<file path="config.mk">
export PLATFORM = sky130hd
export DESIGN_NAME = ctli_blend
export DESIGN_NICKNAME = d
export VERILOG_FILES = /design/src/rtl/ctli_pkg.sv /design/src/rtl/ctli_blend.sv
export SDC_FILE = /design/constraint.sdc
export NUM_CORES = 2
export LEC_CHECK = 0
export BUFFER_PORTS_ARGS = -buffer_cell sky130_fd_sc_hd__buf_4
export CAP_MARGIN = 30
export CORE_MARGIN = 5
export CORE_UTILIZATION = 45
export CTS_CLUSTER_DIAMETER = 50
export DETAILED_ROUTE_END_ITERATION = 7
export GPL_ROUTABILITY_DRIVEN = 0
export PLACE_DENSITY = 0.62
export SETUP_SLACK_MARGIN = 0.5
export SLEW_MARGIN = 15
export SYNTH_ARGS = -nofsm -noshare
export SYNTH_HDL_FRONTEND = slang
export SYNTH_SLANG_ARGS = --single-unit
</file>
<file path="constraint.sdc">
create_clock -name i_clk -period 6.2 [get_ports i_clk]
set_clock_uncertainty 0.15 [all_clocks]
set_input_delay 0.31 -clock i_clk [delete_from_list [all_inputs] [get_ports i_clk]]
set_output_delay 0.31 -clock i_clk [all_outputs]
set_load 0.02 [all_outputs]
</file>
<file path="src/rtl/ctli_pkg.sv">
// shared types and constants for the clamped table linear interpolator
package ctli_pkg;

    localparam int TABLE_DEPTH   = 1024;
    localparam int FRACTION_BITS = 16;
    localparam int ADDR_W        = $clog2(TABLE_DEPTH);
    localparam int DATA_W        = 32;
    localparam int ENTRY_IDX_W   = 10;
    localparam int SAMPLES_W     = 11;
    localparam int CFG_IDX_W     = 3;
    localparam int PROD_W        = 2 * DATA_W;
    localparam int DIFF_W        = DATA_W + 1;
    localparam int BLEND_W       = DIFF_W + FRACTION_BITS + 1;
    localparam int MAX_IDX_LIMIT = TABLE_DEPTH - 2;

    // register indexes on the configuration port
    localparam logic [CFG_IDX_W-1:0] REG_START_POINT    = 3'd0;
    localparam logic [CFG_IDX_W-1:0] REG_END_POINT      = 3'd1;
    localparam logic [CFG_IDX_W-1:0] REG_INVERSE_STEP   = 3'd2;
    localparam logic [CFG_IDX_W-1:0] REG_VALUE_AT_START = 3'd3;
    localparam logic [CFG_IDX_W-1:0] REG_VALUE_AT_END   = 3'd4;
    localparam logic [CFG_IDX_W-1:0] REG_SAMPLES_IN_USE = 3'd5;

    // 1.0 in unsigned Q16.16
    localparam logic [DATA_W-1:0] INV_STEP_RESET = 32'h0001_0000;

    localparam logic FUNC_LOAD = 1'b0;
    localparam logic FUNC_EVAL = 1'b1;

    typedef enum logic [1:0] {
        SEL_MID   = 2'd0,
        SEL_START = 2'd1,
        SEL_END   = 2'd2
    } t_sel;

    typedef struct packed {
        logic signed [DATA_W-1:0] start_point;
        logic signed [DATA_W-1:0] end_point;
        logic        [DATA_W-1:0] inverse_step;
        logic signed [DATA_W-1:0] value_at_start;
        logic signed [DATA_W-1:0] value_at_end;
        logic        [ADDR_W-1:0] max_idx;
    } t_cfg;

    typedef struct packed {
        logic                     func;
        logic [ENTRY_IDX_W-1:0]   entry_index;
        logic [DATA_W-1:0]        entry_value;
        t_sel                     sel;
        logic [ADDR_W-1:0]        idx;
        logic [FRACTION_BITS-1:0] frac;
        logic                     last;
    } t_lookup;

    typedef struct packed {
        t_sel                     sel;
        logic signed [DATA_W-1:0] a;
        logic signed [DATA_W-1:0] b;
        logic [FRACTION_BITS-1:0] frac;
        logic                     last;
    } t_sample;

endpackage

</file>
<file path="src/rtl/ctli_blend.sv">
// difference, fraction multiply, floor and end-value select (three stages)
module ctli_blend (
    input  logic                        i_clk,
    input  logic                        i_rst_n,
    input  ctli_pkg::t_cfg              i_cfg,
    input  logic                        i_valid,
    output logic                        o_ready,
    input  ctli_pkg::t_sample           i_word,
    output logic                        o_valid,
    input  logic                        i_ready,
    output logic [ctli_pkg::DATA_W-1:0] o_y_value,
    output logic                        o_last_out
);
    import ctli_pkg::*;

    logic                       en_d, en_e, en_f;
    logic                       r_d_vld, r_e_vld, r_f_vld;
    t_sel                       r_d_sel, r_e_sel;
    logic                       r_d_last, r_e_last, r_f_last;
    logic signed [DATA_W-1:0]   r_d_a, r_e_a;
    logic signed [DIFF_W-1:0]   r_d_diff;
    logic [FRACTION_BITS-1:0]   r_d_frac;
    logic signed [BLEND_W-1:0]  r_e_t;
    logic signed [BLEND_W-1:0]  n_q;
    logic [DATA_W-1:0]          r_f_y, n_f_y;

    assign en_f       = !r_f_vld || i_ready;
    assign en_e       = !r_e_vld || en_f;
    assign en_d       = !r_d_vld || en_e;
    assign o_ready    = en_d;
    assign o_valid    = r_f_vld;
    assign o_y_value  = r_f_y;
    assign o_last_out = r_f_last;

    // arithmetic shift gives the floor
    always_comb begin
        n_q = r_e_t >>> FRACTION_BITS;
        unique case (r_e_sel)
            SEL_START: n_f_y = i_cfg.value_at_start;
            SEL_END:   n_f_y = i_cfg.value_at_end;
            default:   n_f_y = r_e_a + n_q[DATA_W-1:0];
        endcase
    end

    always_ff @(posedge i_clk) begin
        if (!i_rst_n) begin
            r_d_vld <= 1'b0;
            r_e_vld <= 1'b0;
            r_f_vld <= 1'b0;
        end else begin
            if (en_d) begin
                r_d_vld <= i_valid;
            end
            if (en_e) begin
                r_e_vld <= r_d_vld;
            end
            if (en_f) begin
                r_f_vld <= r_e_vld;
            end
        end
    end

    always_ff @(posedge i_clk) begin
        if (en_d) begin
            r_d_diff <= DIFF_W'(i_word.b) - DIFF_W'(i_word.a);
            r_d_a    <= i_word.a;
            r_d_frac <= i_word.frac;
            r_d_sel  <= i_word.sel;
            r_d_last <= i_word.last;
        end
        if (en_e) begin
            r_e_t    <= BLEND_W'(r_d_diff) * BLEND_W'($signed({1'b0, r_d_frac}));
            r_e_a    <= r_d_a;
            r_e_sel  <= r_d_sel;
            r_e_last <= r_d_last;
        end
        if (en_f) begin
            r_f_y    <= n_f_y;
            r_f_last <= r_e_last;
        end
    end

    a_stall_holds: assert property (@(posedge i_clk) disable iff (!i_rst_n)
        r_e_vld && !en_f |=> r_e_vld && $stable(r_e_t))
        else $error("product stage lost or changed a word under stall");

endmodule

</file>
-- After elaboration in Yosys (flattened, before gate mapping)
Cells that the tools add are included.
- register bits: 203
- output and inout bits: 35
- logic and storage cells: 26
- $add $sub $neg: 2
- multiply operators: 1
- eq/ne operators: 2
- muxes and demuxes: 1
- reduce and logical (&&, ||, !) cells: 6
- operator list (cell ; count):
    $pmux 32 s2 ; 1
    $mul 33x17->48 ; 1
    $sub 32x32->33 ; 1
    $add 32x32->32 ; 1
    $logic_not 1->1 ; 3
    $logic_or 1x1->1 ; 3
    $eq 2x1->1 const B ; 1
    $eq 2x2->1 const B ; 1

-- Longest topological paths before layout
- depth after elaboration: 4
- gate-level depth with buffers: 24
- depth with buffers taken out: 23

-- Least setup slack after synthesis
No wires, ideal clock.
- path type: reg-to-reg
- start: register r_d_diff[8]
- end: register r_e_t[47], data pin
- library setup time: 260 ps
- arrival: 5951 ps
- required time: 5790 ps
- setup slack: -161 ps
- stages on the path, launching flop included: 23
- path buffers: 1
- cells stage by stage: edfxtp_1 -> clkbuf_1 -> and2_1 -> fa_1 -> inv_1 -> fa_1 -> fa_1 -> inv_1 -> fa_1 -> fa_1 -> inv_1 -> fa_1 -> inv_1 -> ha_1 -> a211oi_1 -> o21ai_1 -> a211oi_2 -> nor3_1 -> o311a_1 -> o31a_1 -> a211o_1 -> a21oi_2 -> xnor2_1
- word-level cells in the longest chain between the ends: 1
- ends and longest elaborated chain (element ; line ; source):
    start: declaration ; ctli_blend.sv:21 ; logic signed [DIFF_W-1:0] r_d_diff;
    start signal: assignment ; ctli_blend.sv:65 ; r_d_diff <= DIFF_W'(i_word.b) - DIFF_W'(i_word.a);
    $mul 33x17->48 ; ctli_blend.sv:72 ; r_e_t <= BLEND_W'(r_d_diff) * BLEND_W'($signed({1'b0, r_d_frac}));
    end signal: assignment ; ctli_blend.sv:72 ;
    end: declaration ; ctli_blend.sv:23 ; logic signed [BLEND_W-1:0] r_e_t;
No other way between the ends.
A chain may end at the register's enable or synchronous reset.

-- Worst setup path after layout
- start: register r_d_diff[10]
- end: register r_e_t[47], data pin
Same word-level chain as after synthesis.

==> results.json <==
{
  "synth_area_mm2": 0.02702,
  "async_flop_share": 0,
  "slowest_delay_ps": 580,
  "rrSetupSlack_ps": -420,
  "synth_cell_types": 65,
  "final.period_utilization": 1.068,
  "dieArea_mm2": 0.06504,
  "htree_levels": 4,
  "tns_ps": -4889,
  "grtUsageTotal": 0.2237,
  "cp_data_required_time_ps": 6290,
  "dp_hpwl_um": 59070,
  "end_kind": "flop",
  "ys_ff_latch": 187,
  "rsz0062_at_grt": "true",
  "timing.slew.headroom": 0.4091,
  "slew_violations": 0,
  "worst_path_max_delay_cell": "fa_1",
  "grt_overflow": 0,
  "cts.sinks": 187,
  "clkTransAtPathRegs_ps": 80,
  "critical_path_class": "flop to flop",
  "cp_common_cell": "fa_1",
  "hold_end": "o_y_value[12]",
  "fmax_ghz": 0.1510,
  "drive_gt1_frac": 0.1885,
  "synth_cells": 2741,
  "fin_util": 0.5601,
  "area_growth_pct": 22.81,
  "nets": 4117,
  "r2r_end": "r_e_t[47]",
  "antenna_found_initial": 1,
  "yosysSeqAreaShare": 0.2067,
  "hold_viol_final": 0,
  "die_h_um": 255.0,
  "fin_crit_ps": 6621,
  "worstSkewPairLatency_ps": 500,
  "routedWlPerCell_um": 17.83,
  "postPlaceCellArea_mm2": 0.03119,
  "critical_path.cell_chain": "buf_6, buf_6, and2_4, fa_1, fa_1, fa_1, fa_1, fa_1, inv_2, fa_1, inv_2, ha_4, nand4_1, a21oi_2, nand3_1, nor3_2, buf_4, o311a_4, o31a_1, a211o_1, a21oi_2, xnor2_1",
  "run_status": "finished, violations left",
  "synth_flop_cell": "edfxtp_1",
  "worstHoldPathCells": 3,
  "drt_iter0_drc": 1263,
  "numCtsBuffers": 17,
  "arrival_ps": 6710,
  "worstMarginPinSlew_ps": 886.4,
  "layout_common_cells": "inv_1 (643), fa_1 (483), buf_4 (430), nand2_1 (329), and2_1 (227)",
  "cp_max_fo": 6,
  "synth_area_per_cell_um2": 9.857,
  "synth_nets": 3666,
  "die_width_um": 255.0,
  "reg2regPathDepth": 22,
  "ioPinCount": 292,
  "drtAntennaViolNets": 0,
  "drv_cap": 0,
  "drc": 0,
  "diodes": 0,
  "grt_first_pass_wirelength_um": 115100,
  "tritoncts": "yes",
  "finalInstanceArea_mm2": 0.03318,
  "grt_max_degree": 68,
  "numPortBuffers": 185,
  "start_kind": "flop",
  "core-area_mm2": 0.05924,
  "vias_per_cell": 5.105,
  "yosysWarnings": 0,
  "num_rows": 89,
  "clk_path_buf_depth": 2,
  "synth_edf_count": 184,
  "first_global_vias": 21717,
  "rr_startpoint": "r_d_diff[10]",
  "setup_viol": 20,
  "first_pass_iters": 5,
  "setup_ws_ps": -421.0,
  "worstHoldStart": "i_cfg[22]",
  "routed_wl_um": 70930,
  "start_util": 0.4560,
  "cts_root_buf": "clkbuf_16",
  "violations": "setup timing",
  "vias": 20309,
  "final_common_cell": "inv_1",
  "min_path_type": "input port to flop"
}
==> repair_timing <==
item / in CTS / in global routing
pin swaps: 14 / 31
buffers inserted: 22 / 11
hold endpoints to repair: 63 / 0
hold buffers: 64 / 0
gates cloned: 0 / 0
endpoints found under the setup margin: 30 / 32
gates resized for setup: 46 / 57
==> logic make-up after synthesis <==
group / count (synthesis) / synth area share
buffers and inverters: 749 / 0.1041
xor gates and xnor gates: 93 / 0.03015
adders and majority gates: 668 / 0.4458
DFF: 187 / 0.2067
and+or+nand+nor: 702 / 0.1276
AOI/OAI and AO/OA: 339 / 0.08456
muxes: 3 / 0.001112
==> metrics by stage <==
stage	hold WS, ps	cells	setup slack (ps)
5_1_grt	19.52	3978	-589.2
2_1_floorplan	250.3	2741	21.31
3_5_place_dp	254.5	3848	-569.0
4_1_cts	0.1950	3966	-386.8
6_report	39.18	3978	-421.0
3_3_place_gp	252.1	3847	-529.4
==> critical path, delay by kind of cell, from the launching register on <==
family | cells | cell delay (ps)
AOI/OAI and AO/OA | 5 | 1220
xor gates and xnor gates | 1 | 70
adders and majority gates | 7 | 3450
buffers and inverters | 5 | 550
DFF | 1 | 520
and+or+nand+nor | 4 | 400
==> worst max-delay path by stage <==
stage                 startpoint   endpoint  slack [ps]  depth (start not counted)
floorplan            r_d_frac[5]  r_e_t[47]          20                         22
global placement    r_d_diff[13]  r_e_t[43]        -530                         21
detailed placement  r_d_diff[13]  r_e_t[43]        -570                         24
CTS                  r_d_frac[5]  r_e_t[47]        -390                         23
global route        r_d_diff[10]  r_e_t[47]        -590                         22
finish              r_d_diff[10]  r_e_t[47]        -420                         22
==> flip-flops by register name, indices dropped and copies added (netlist names) <==
register,count
r_e_vld,1
r_d_diff,33
r_d_last,1
o_last_out,1
r_e_sel,2
r_e_t,32
r_d_frac,16
o_valid,1
o_y_value,32
r_d_a,32
r_e_last,1
r_d_vld,1
r_e_a,32
r_d_sel,2
==> cells in the mapped netlist (31+ instances only) <==
master	instances	area [µm²]
a21oi_1	105	525.5
inv_1	650	2440
xor2_1	34	297.8
a21o_1	38	285.3
and2_1	237	1483
o21ai_0	46	230.2
edfxtp_1	184	5525
nand2_1	332	1246
nor2_1	41	153.9
ha_1	177	2215
fa_1	491	9829
a221oi_1	31	271.5
xnor2_1	59	516.8
clkbuf_1	95	356.6
==> metal layers <==
layer	GRT usage	vias up	routed length, µm
met4	0.04685	2	1206
met3	0.04888	80	5428
li1	-	9404	-
met2	0.3480	672	31760
met1	0.3273	10151	32530
met5	0	-	7
==> layout make-up <==
type                            count  area (µm²)
Clock inverter                     15       224.0
Clock buffer                       17       425.4
Inverter                          650        2440
Fill cell                        5177       26060
Timing Repair Buffer              531        4393
Multi-Input combinational cell   1805       19150
Sequential cell                   187        5585
Tap cell                          773       967.2
Power is left out: the tool's default activity adds up to more than one toggle a clock period on the data nets, which glitch-free logic cannot reach.
