`config.mk`:
```
export PLATFORM = sky130hd
export DESIGN_NAME = ctli_scale
export DESIGN_NICKNAME = d
export VERILOG_FILES = /design/src/rtl/ctli_pkg.sv /design/src/rtl/ctli_scale.sv
export SDC_FILE = /design/constraint.sdc
export NUM_CORES = 2
export LEC_CHECK = 0
export BUFFER_PORTS_ARGS = -buffer_cell sky130_fd_sc_hd__buf_2
export CAP_MARGIN = 10
export CORE_MARGIN = 5
export CORE_UTILIZATION = 55
export DETAILED_ROUTE_END_ITERATION = 10
export PLACE_DENSITY_LB_ADDON = 0.2
export SLEW_MARGIN = 40
export SYNTH_ARGS = -nofsm -noshare
export SYNTH_HDL_FRONTEND = slang
export SYNTH_SLANG_ARGS = --single-unit
```
`constraint.sdc`:
```
create_clock -name i_clk -period 7.3 [get_ports i_clk]
set_input_delay 0.365 -clock i_clk [delete_from_list [all_inputs] [get_ports i_clk]]
set_output_delay 0.365 -clock i_clk [all_outputs]
set_load 0.05 [all_outputs]
```
`src/rtl/ctli_pkg.sv`:
```
// shared types and constants for the clamped table linear interpolator
package ctli_pkg;

    localparam int TABLE_DEPTH   = 1024;
    localparam int FRACTION_BITS = 16;
    localparam int ADDR_W        = $clog2(TABLE_DEPTH);
    localparam int DATA_W        = 32;
    localparam int ENTRY_IDX_W   = 10;
    localparam int SAMPLES_W     = 11;
    localparam int CFG_IDX_W     = 3;
    localparam int PROD_W        = 2 * DATA_W;
    localparam int DIFF_W        = DATA_W + 1;
    localparam int BLEND_W       = DIFF_W + FRACTION_BITS + 1;
    localparam int MAX_IDX_LIMIT = TABLE_DEPTH - 2;

    // register indexes on the configuration port
    localparam logic [CFG_IDX_W-1:0] REG_START_POINT    = 3'd0;
    localparam logic [CFG_IDX_W-1:0] REG_END_POINT      = 3'd1;
    localparam logic [CFG_IDX_W-1:0] REG_INVERSE_STEP   = 3'd2;
    localparam logic [CFG_IDX_W-1:0] REG_VALUE_AT_START = 3'd3;
    localparam logic [CFG_IDX_W-1:0] REG_VALUE_AT_END   = 3'd4;
    localparam logic [CFG_IDX_W-1:0] REG_SAMPLES_IN_USE = 3'd5;

    // 1.0 in unsigned Q16.16
    localparam logic [DATA_W-1:0] INV_STEP_RESET = 32'h0001_0000;

    localparam logic FUNC_LOAD = 1'b0;
    localparam logic FUNC_EVAL = 1'b1;

    typedef enum logic [1:0] {
        SEL_MID   = 2'd0,
        SEL_START = 2'd1,
        SEL_END   = 2'd2
    } t_sel;

    typedef struct packed {
        logic signed [DATA_W-1:0] start_point;
        logic signed [DATA_W-1:0] end_point;
        logic        [DATA_W-1:0] inverse_step;
        logic signed [DATA_W-1:0] value_at_start;
        logic signed [DATA_W-1:0] value_at_end;
        logic        [ADDR_W-1:0] max_idx;
    } t_cfg;

    typedef struct packed {
        logic                     func;
        logic [ENTRY_IDX_W-1:0]   entry_index;
        logic [DATA_W-1:0]        entry_value;
        t_sel                     sel;
        logic [ADDR_W-1:0]        idx;
        logic [FRACTION_BITS-1:0] frac;
        logic                     last;
    } t_lookup;

    typedef struct packed {
        t_sel                     sel;
        logic signed [DATA_W-1:0] a;
        logic signed [DATA_W-1:0] b;
        logic [FRACTION_BITS-1:0] frac;
        logic                     last;
    } t_sample;

endpackage

```
`src/rtl/ctli_scale.sv`:
```
// range check, scaling multiply and index saturation (three stages)
module ctli_scale (
    input  logic                                i_clk,
    input  logic                                i_rst_n,
    input  ctli_pkg::t_cfg                      i_cfg,
    input  logic                                i_valid,
    output logic                                o_ready,
    input  logic                                i_func,
    input  logic [ctli_pkg::ENTRY_IDX_W-1:0]    i_entry_index,
    input  logic [ctli_pkg::DATA_W-1:0]         i_entry_value,
    input  logic [ctli_pkg::DATA_W-1:0]         i_x_value,
    input  logic                                i_batch_last,
    output logic                                o_valid,
    input  logic                                i_ready,
    output ctli_pkg::t_lookup                   o_word
);
    import ctli_pkg::*;

    logic              en_a, en_b, en_c;
    logic              r_a_vld, r_b_vld, r_c_vld;
    t_lookup           r_a_word, r_b_word, r_c_word;
    t_lookup           n_a_word, n_c_word;
    logic [DATA_W-1:0] r_a_d, n_a_d;
    logic [PROD_W-1:0] r_b_prod;
    logic [DATA_W-1:0] idx_whole;

    assign en_c    = !r_c_vld || i_ready;
    assign en_b    = !r_b_vld || en_c;
    assign en_a    = !r_a_vld || en_b;
    assign o_ready = en_a;
    assign o_valid = r_c_vld;
    assign o_word  = r_c_word;

    // stage a: bound tests and offset from the start point
    always_comb begin
        n_a_word             = '0;
        n_a_word.func        = i_func;
        n_a_word.entry_index = i_entry_index;
        n_a_word.entry_value = i_entry_value;
        n_a_word.last        = i_batch_last;
        if ($signed(i_x_value) <= i_cfg.start_point) begin
            n_a_word.sel = SEL_START;
        end else if ($signed(i_x_value) >= i_cfg.end_point) begin
            n_a_word.sel = SEL_END;
        end else begin
            n_a_word.sel = SEL_MID;
        end
        n_a_d = i_x_value - i_cfg.start_point;
    end

    // stage c: integer part saturates at the last usable pair
    always_comb begin
        n_c_word      = r_b_word;
        idx_whole     = r_b_prod[PROD_W-1:DATA_W];
        n_c_word.frac = r_b_prod[DATA_W-1 -: FRACTION_BITS];
        if (idx_whole > DATA_W'(i_cfg.max_idx)) begin
            n_c_word.idx = i_cfg.max_idx;
        end else begin
            n_c_word.idx = idx_whole[ADDR_W-1:0];
        end
    end

    always_ff @(posedge i_clk) begin
        if (!i_rst_n) begin
            r_a_vld <= 1'b0;
            r_b_vld <= 1'b0;
            r_c_vld <= 1'b0;
        end else begin
            if (en_a) begin
                r_a_vld <= i_valid;
            end
            if (en_b) begin
                r_b_vld <= r_a_vld;
            end
            if (en_c) begin
                r_c_vld <= r_b_vld;
            end
        end
    end

    always_ff @(posedge i_clk) begin
        if (en_a) begin
            r_a_word <= n_a_word;
            r_a_d    <= n_a_d;
        end
        if (en_b) begin
            r_b_word <= r_a_word;
            r_b_prod <= PROD_W'(r_a_d) * PROD_W'(i_cfg.inverse_step);
        end
        if (en_c) begin
            r_c_word <= n_c_word;
        end
    end

    a_idx_in_range: assert property (@(posedge i_clk) disable iff (!i_rst_n)
        r_c_vld && r_c_word.func == FUNC_EVAL |-> r_c_word.idx <= i_cfg.max_idx)
        else $error("lookup index beyond last usable pair");

endmodule

```
Word level (Yosys, flattened, before mapping) --
Cells that the tools add are included.
Operators by class: $add $sub $neg 1, $mul 1, divide/modulo/power cells 0, order comparisons 3, eq/ne operators 0, shifts and indexed selects 0, mux-type cells 2, bitwise operators 0, reduce and logical (&&, ||, !) cells 6
Operators by type and width (count):
- $mul 32x32->64 | 1
- $ge 32x32->1 | 1
- $gt 32x10->1 | 1
- $le 32x32->1 | 1
- $sub 32x32->32 | 1
- $mux 10 | 1
- $logic_not 1->1 | 3
- $logic_or 1x1->1 | 3
- $mux 2 | 1
Word-level totals: bits in registers 263, bits in latches 0, RAM bits 0, ROM bits 0, input port bits 250, output and inout port bits 74, word-level logic and storage cells 35, memories kept 0

Longest topological paths before layout --
depth in word-level cells 4, depth in mapped cells 27, gate-level depth less buffers 26

Worst setup path before layout --
No wires, ideal clock.
path kind reg2reg, start reg r_a_d[16], end reg r_b_prod[59], data pin, library setup time 0.258 ns, data arrival time 7.027 ns, required time 7.042 ns, slack 0.016 ns, stages on the path, launching flop included 26, path buffers 1, period minus slack after synthesis 7.284 ns, cells stage by stage edfxtp_1 > clkbuf_1 > and2_1 > fa_1 > inv_1 > fa_1 > fa_1 > fa_1 > inv_1 > fa_1 > inv_1 > fa_1 > inv_1 > fa_1 > fa_1 > ha_1 > a21oi_1 > o21ai_0 > or3_1 > o2111ai_1 > nand3b_1 > a21oi_2 > o211ai_1 > a41oi_1 > o21ai_1 > xnor2_1
Between the ends: longest elaborated chain between the ends 1
Ends and longest elaborated chain:
- from (decl) | RTL line ctli_scale.sv:23 | logic [DATA_W-1:0] r_a_d, n_a_d;
- from (signal assigned) | RTL line ctli_scale.sv:84 | r_a_d <= n_a_d;
- $mul 32x32->64 | RTL line ctli_scale.sv:88 | r_b_prod <= PROD_W'(r_a_d) * PROD_W'(i_cfg.inverse_step);
- to (signal assigned) | RTL line ctli_scale.sv:88
- to (decl) | RTL line ctli_scale.sv:24 | logic [PROD_W-1:0] r_b_prod;
No other way between the ends. A chain may end at the register's enable or synchronous reset.

Worst setup path after layout --
start reg r_a_d[15], end reg r_b_prod[57], data pin
Same word-level chain as after synthesis.

==> metrics.txt <==
total CTS buffers=27; CTS tree=done; io pins=324; clock skew=around 0.027 ns; H-tree lvl count=1; setup slack at placement=-0.569 ns; Post-Syn Instances=4,297; Critical Path RT=7.61 ns; root buffer cell=clkbuf_16; Placeable Area=about 0.078 sq mm; most frequent cells in the layout=inv_1 (946), fa_1 (876), and2_1 (600); Sink Count=247; antenna violations before repair=5; Post-Syn Nets=5,777; total number of vias=30,700; PortBufs=259; Final nets=6,275; fin crit share=103%; sequential share of the synthesized area=17.1%; Final Hold Vio Count=0; router iterations before antenna repair=5; Die Area=0.0843 sq mm; Detailed Route WL=112 mm; initial drt markers=1,631; Worst setup EP type=flop; Max Slew Vio Count=0; final setup margin=-0.201 ns; clock buffer depth=3; post-route cell area=0.0503 sq mm; Initial Util=a little under three fifths; Async S/R FF share, synth=0%; first-pass GRT wire length=183 mm; Tmin final=7.50 ns; pin count of the biggest net entering global routing=71; critical path arrival=between 7 and 8 ns; Worst Hold Class=in2reg; FP Rows=102; # setup viols final=12; Final HPWL DP=95.7 mm; fraction of layout cells with a size suffix above 1=around 17%; top routing layer used=met5; P&R area growth vs syn=16.4%; Post-DP Area=0.0479 sq mm; max-cap violation count=0; RSZ-0062 raised after global routing=yes; Clk pin slew, worst setup/hold paths=roughly 0.070 ns; Synth warnings=0; antenna viol nets, final=0; vias in the first global route=33,800; mapped cell area=about 0.043 sq mm; worst skew pair latency=0.59 ns; commonest non-fill, non-tap cell in the layout=inv_1; failing checks=negative setup slack; die width=between 200 and 300 microns; DR vias/cell=5.24; synth unique cells=66; WL met2=57.8 mm; CP Class=reg2reg; measured slew at the worst slew-check pin=between 0.8 and 0.9 ns; DRC viols=0; startpoint types=flop; status=complete, but fails checks; ys flop type=edfxtp_1; Placer Congestion=0.904; Post-Place Cells=5,729; FMAX=about 0.13 GHz; number of synthesized flops with an enable pin=244; Slew HR=46.0%; WL per Instance=19.2 microns; GR Overflow Total=0; Max FO, Critical Path=5; Avg Cell Area, Syn=10.1 sq um; die height=290 microns; routed metal-1 wire length=43.2 mm; final non-filler cell total=5,859; Yosys reg bits=247; met3 routed WL=approximately 6.1 mm; total track usage=27.1%
-- worst paths after layout --
path | end | startpoint | depth (start not counted) | slack, ns
setup / recovery | r_b_prod[57] | r_a_d[15] | 25 | -0.20
setup reg to reg | r_b_prod[57] | r_a_d[15] | 25 | -0.20
hold / removal | o_word[19] | i_cfg[2] | 2 | 0.12
hold reg to reg | n_c_word[46] | r_a_word[46] | 0 | 0.41
-- registers in the layout (all words and copies together), names as in the netlist --
| name | flops |
|---|---|
| r_a_vld | 1 |
| r_b_vld | 1 |
| o_word | 72 |
| r_a_word | 46 |
| r_b_prod | 48 |
| n_c_word | 46 |
| o_valid | 1 |
| r_a_d | 32 |
-- cell families after synthesis --
kind of cell | count (synthesis) | synth area share, %
AOI/OAI and AO/OA | 306 | 4.60
xor gates and xnor gates | 78 | 1.58
adders and majority gates | 1230 | 51.1
buffers and inverters | 1162 | 10.1
DFF | 247 | 17.1
muxes | 10 | 0.260
and+or+nand+nor | 1264 | 15.2
-- per-layer routing --
metal | GRT usage, % | vias up
met2 | 48.0 | 905
met1 | 34.2 | 15600
met3 | 3.39 | 264
met5 | 0 | -
met4 | 10.3 | 2
li1 | - | 13900
-- metrics by stage --
stage	hold WS (ns)	setup TNS (ns)	utilization, %
final	0.121	-1.11	64.7
after global routing	0.0980	-4.59	64.7
after CTS	0.0713	-0.332	64.3
after detailed placement	0.405	-7.72	61.7
after global placement	0.400	-5.77	61.7
after floorplan	0.400	0	-
-- cells in the mapped netlist (9+ instances only) --
| cell type | instances | share of area, % |
|---|---|---|
| o21ai_0 | 57 | 0.66 |
| xor2_1 | 24 | 0.49 |
| nor2b_1 | 16 | 0.23 |
| and2_1 | 615 | 8.9 |
| nand2_1 | 472 | 4.1 |
| nor3_1 | 11 | 0.13 |
| nand3_1 | 20 | 0.23 |
| a21oi_1 | 96 | 1.1 |
| and3_1 | 9 | 0.13 |
| edfxtp_1 | 244 | 17 |
| nor2_1 | 50 | 0.43 |
| a31oi_1 | 10 | 0.14 |
| a21o_1 | 45 | 0.78 |
| fa_1 | 896 | 41 |
| clkbuf_1 | 207 | 1.8 |
| mux2_2 | 10 | 0.26 |
| nor4_1 | 11 | 0.16 |
| o21bai_1 | 16 | 0.28 |
| ha_1 | 334 | 9.7 |
| inv_1 | 955 | 8.3 |
| o21a_1 | 13 | 0.23 |
| xnor2_1 | 54 | 1.1 |
| nand2b_1 | 11 | 0.16 |
| nand4_1 | 34 | 0.49 |
-- worst max-delay path: stages, from the launching register on --
cell and delay (ns):
edfxtp_1 0.45, buf_4 0.17, buf_6 0.12, and2_4 0.15, fa_1 0.48, fa_1 0.56, inv_2 0.04, fa_1 0.49
fa_1 0.51, fa_1 0.56, inv_2 0.05, fa_1 0.47, fa_1 0.55, fa_1 0.47, ha_4 0.30, buf_6 0.10
nand2_2 0.09, buf_4 0.17, nor4_4 0.18, o2111ai_4 0.16, nand3b_1 0.16, a21oi_2 0.11, o211ai_1 0.32, a41oi_2 0.20
o21ba_2 0.24, xnor2_1 0.11
-- area by class of cell --
type	instances	area (sq um)
Antenna cell	4	10.0
Multi-Input combinational cell	2888	32200
Tap cell	1040	1300
Sequential cell	247	7390
Clock inverter	18	178
Fill cell	6251	27400
Timing Repair Buffer	676	4970
Inverter	955	3590
Clock buffer	31	691
-- timing repair --
item,in CTS,in global routing
pin swaps,69,55
resized for setup,113,71
hold buffers,46,0
cloned,1,0
buffers inserted,28,6
endpoints found under the hold margin,47,0
setup endpoints to repair,26,31
Power is left out: the tool's default activity adds up to more than one toggle a clock period on the data nets, which glitch-free logic cannot reach.
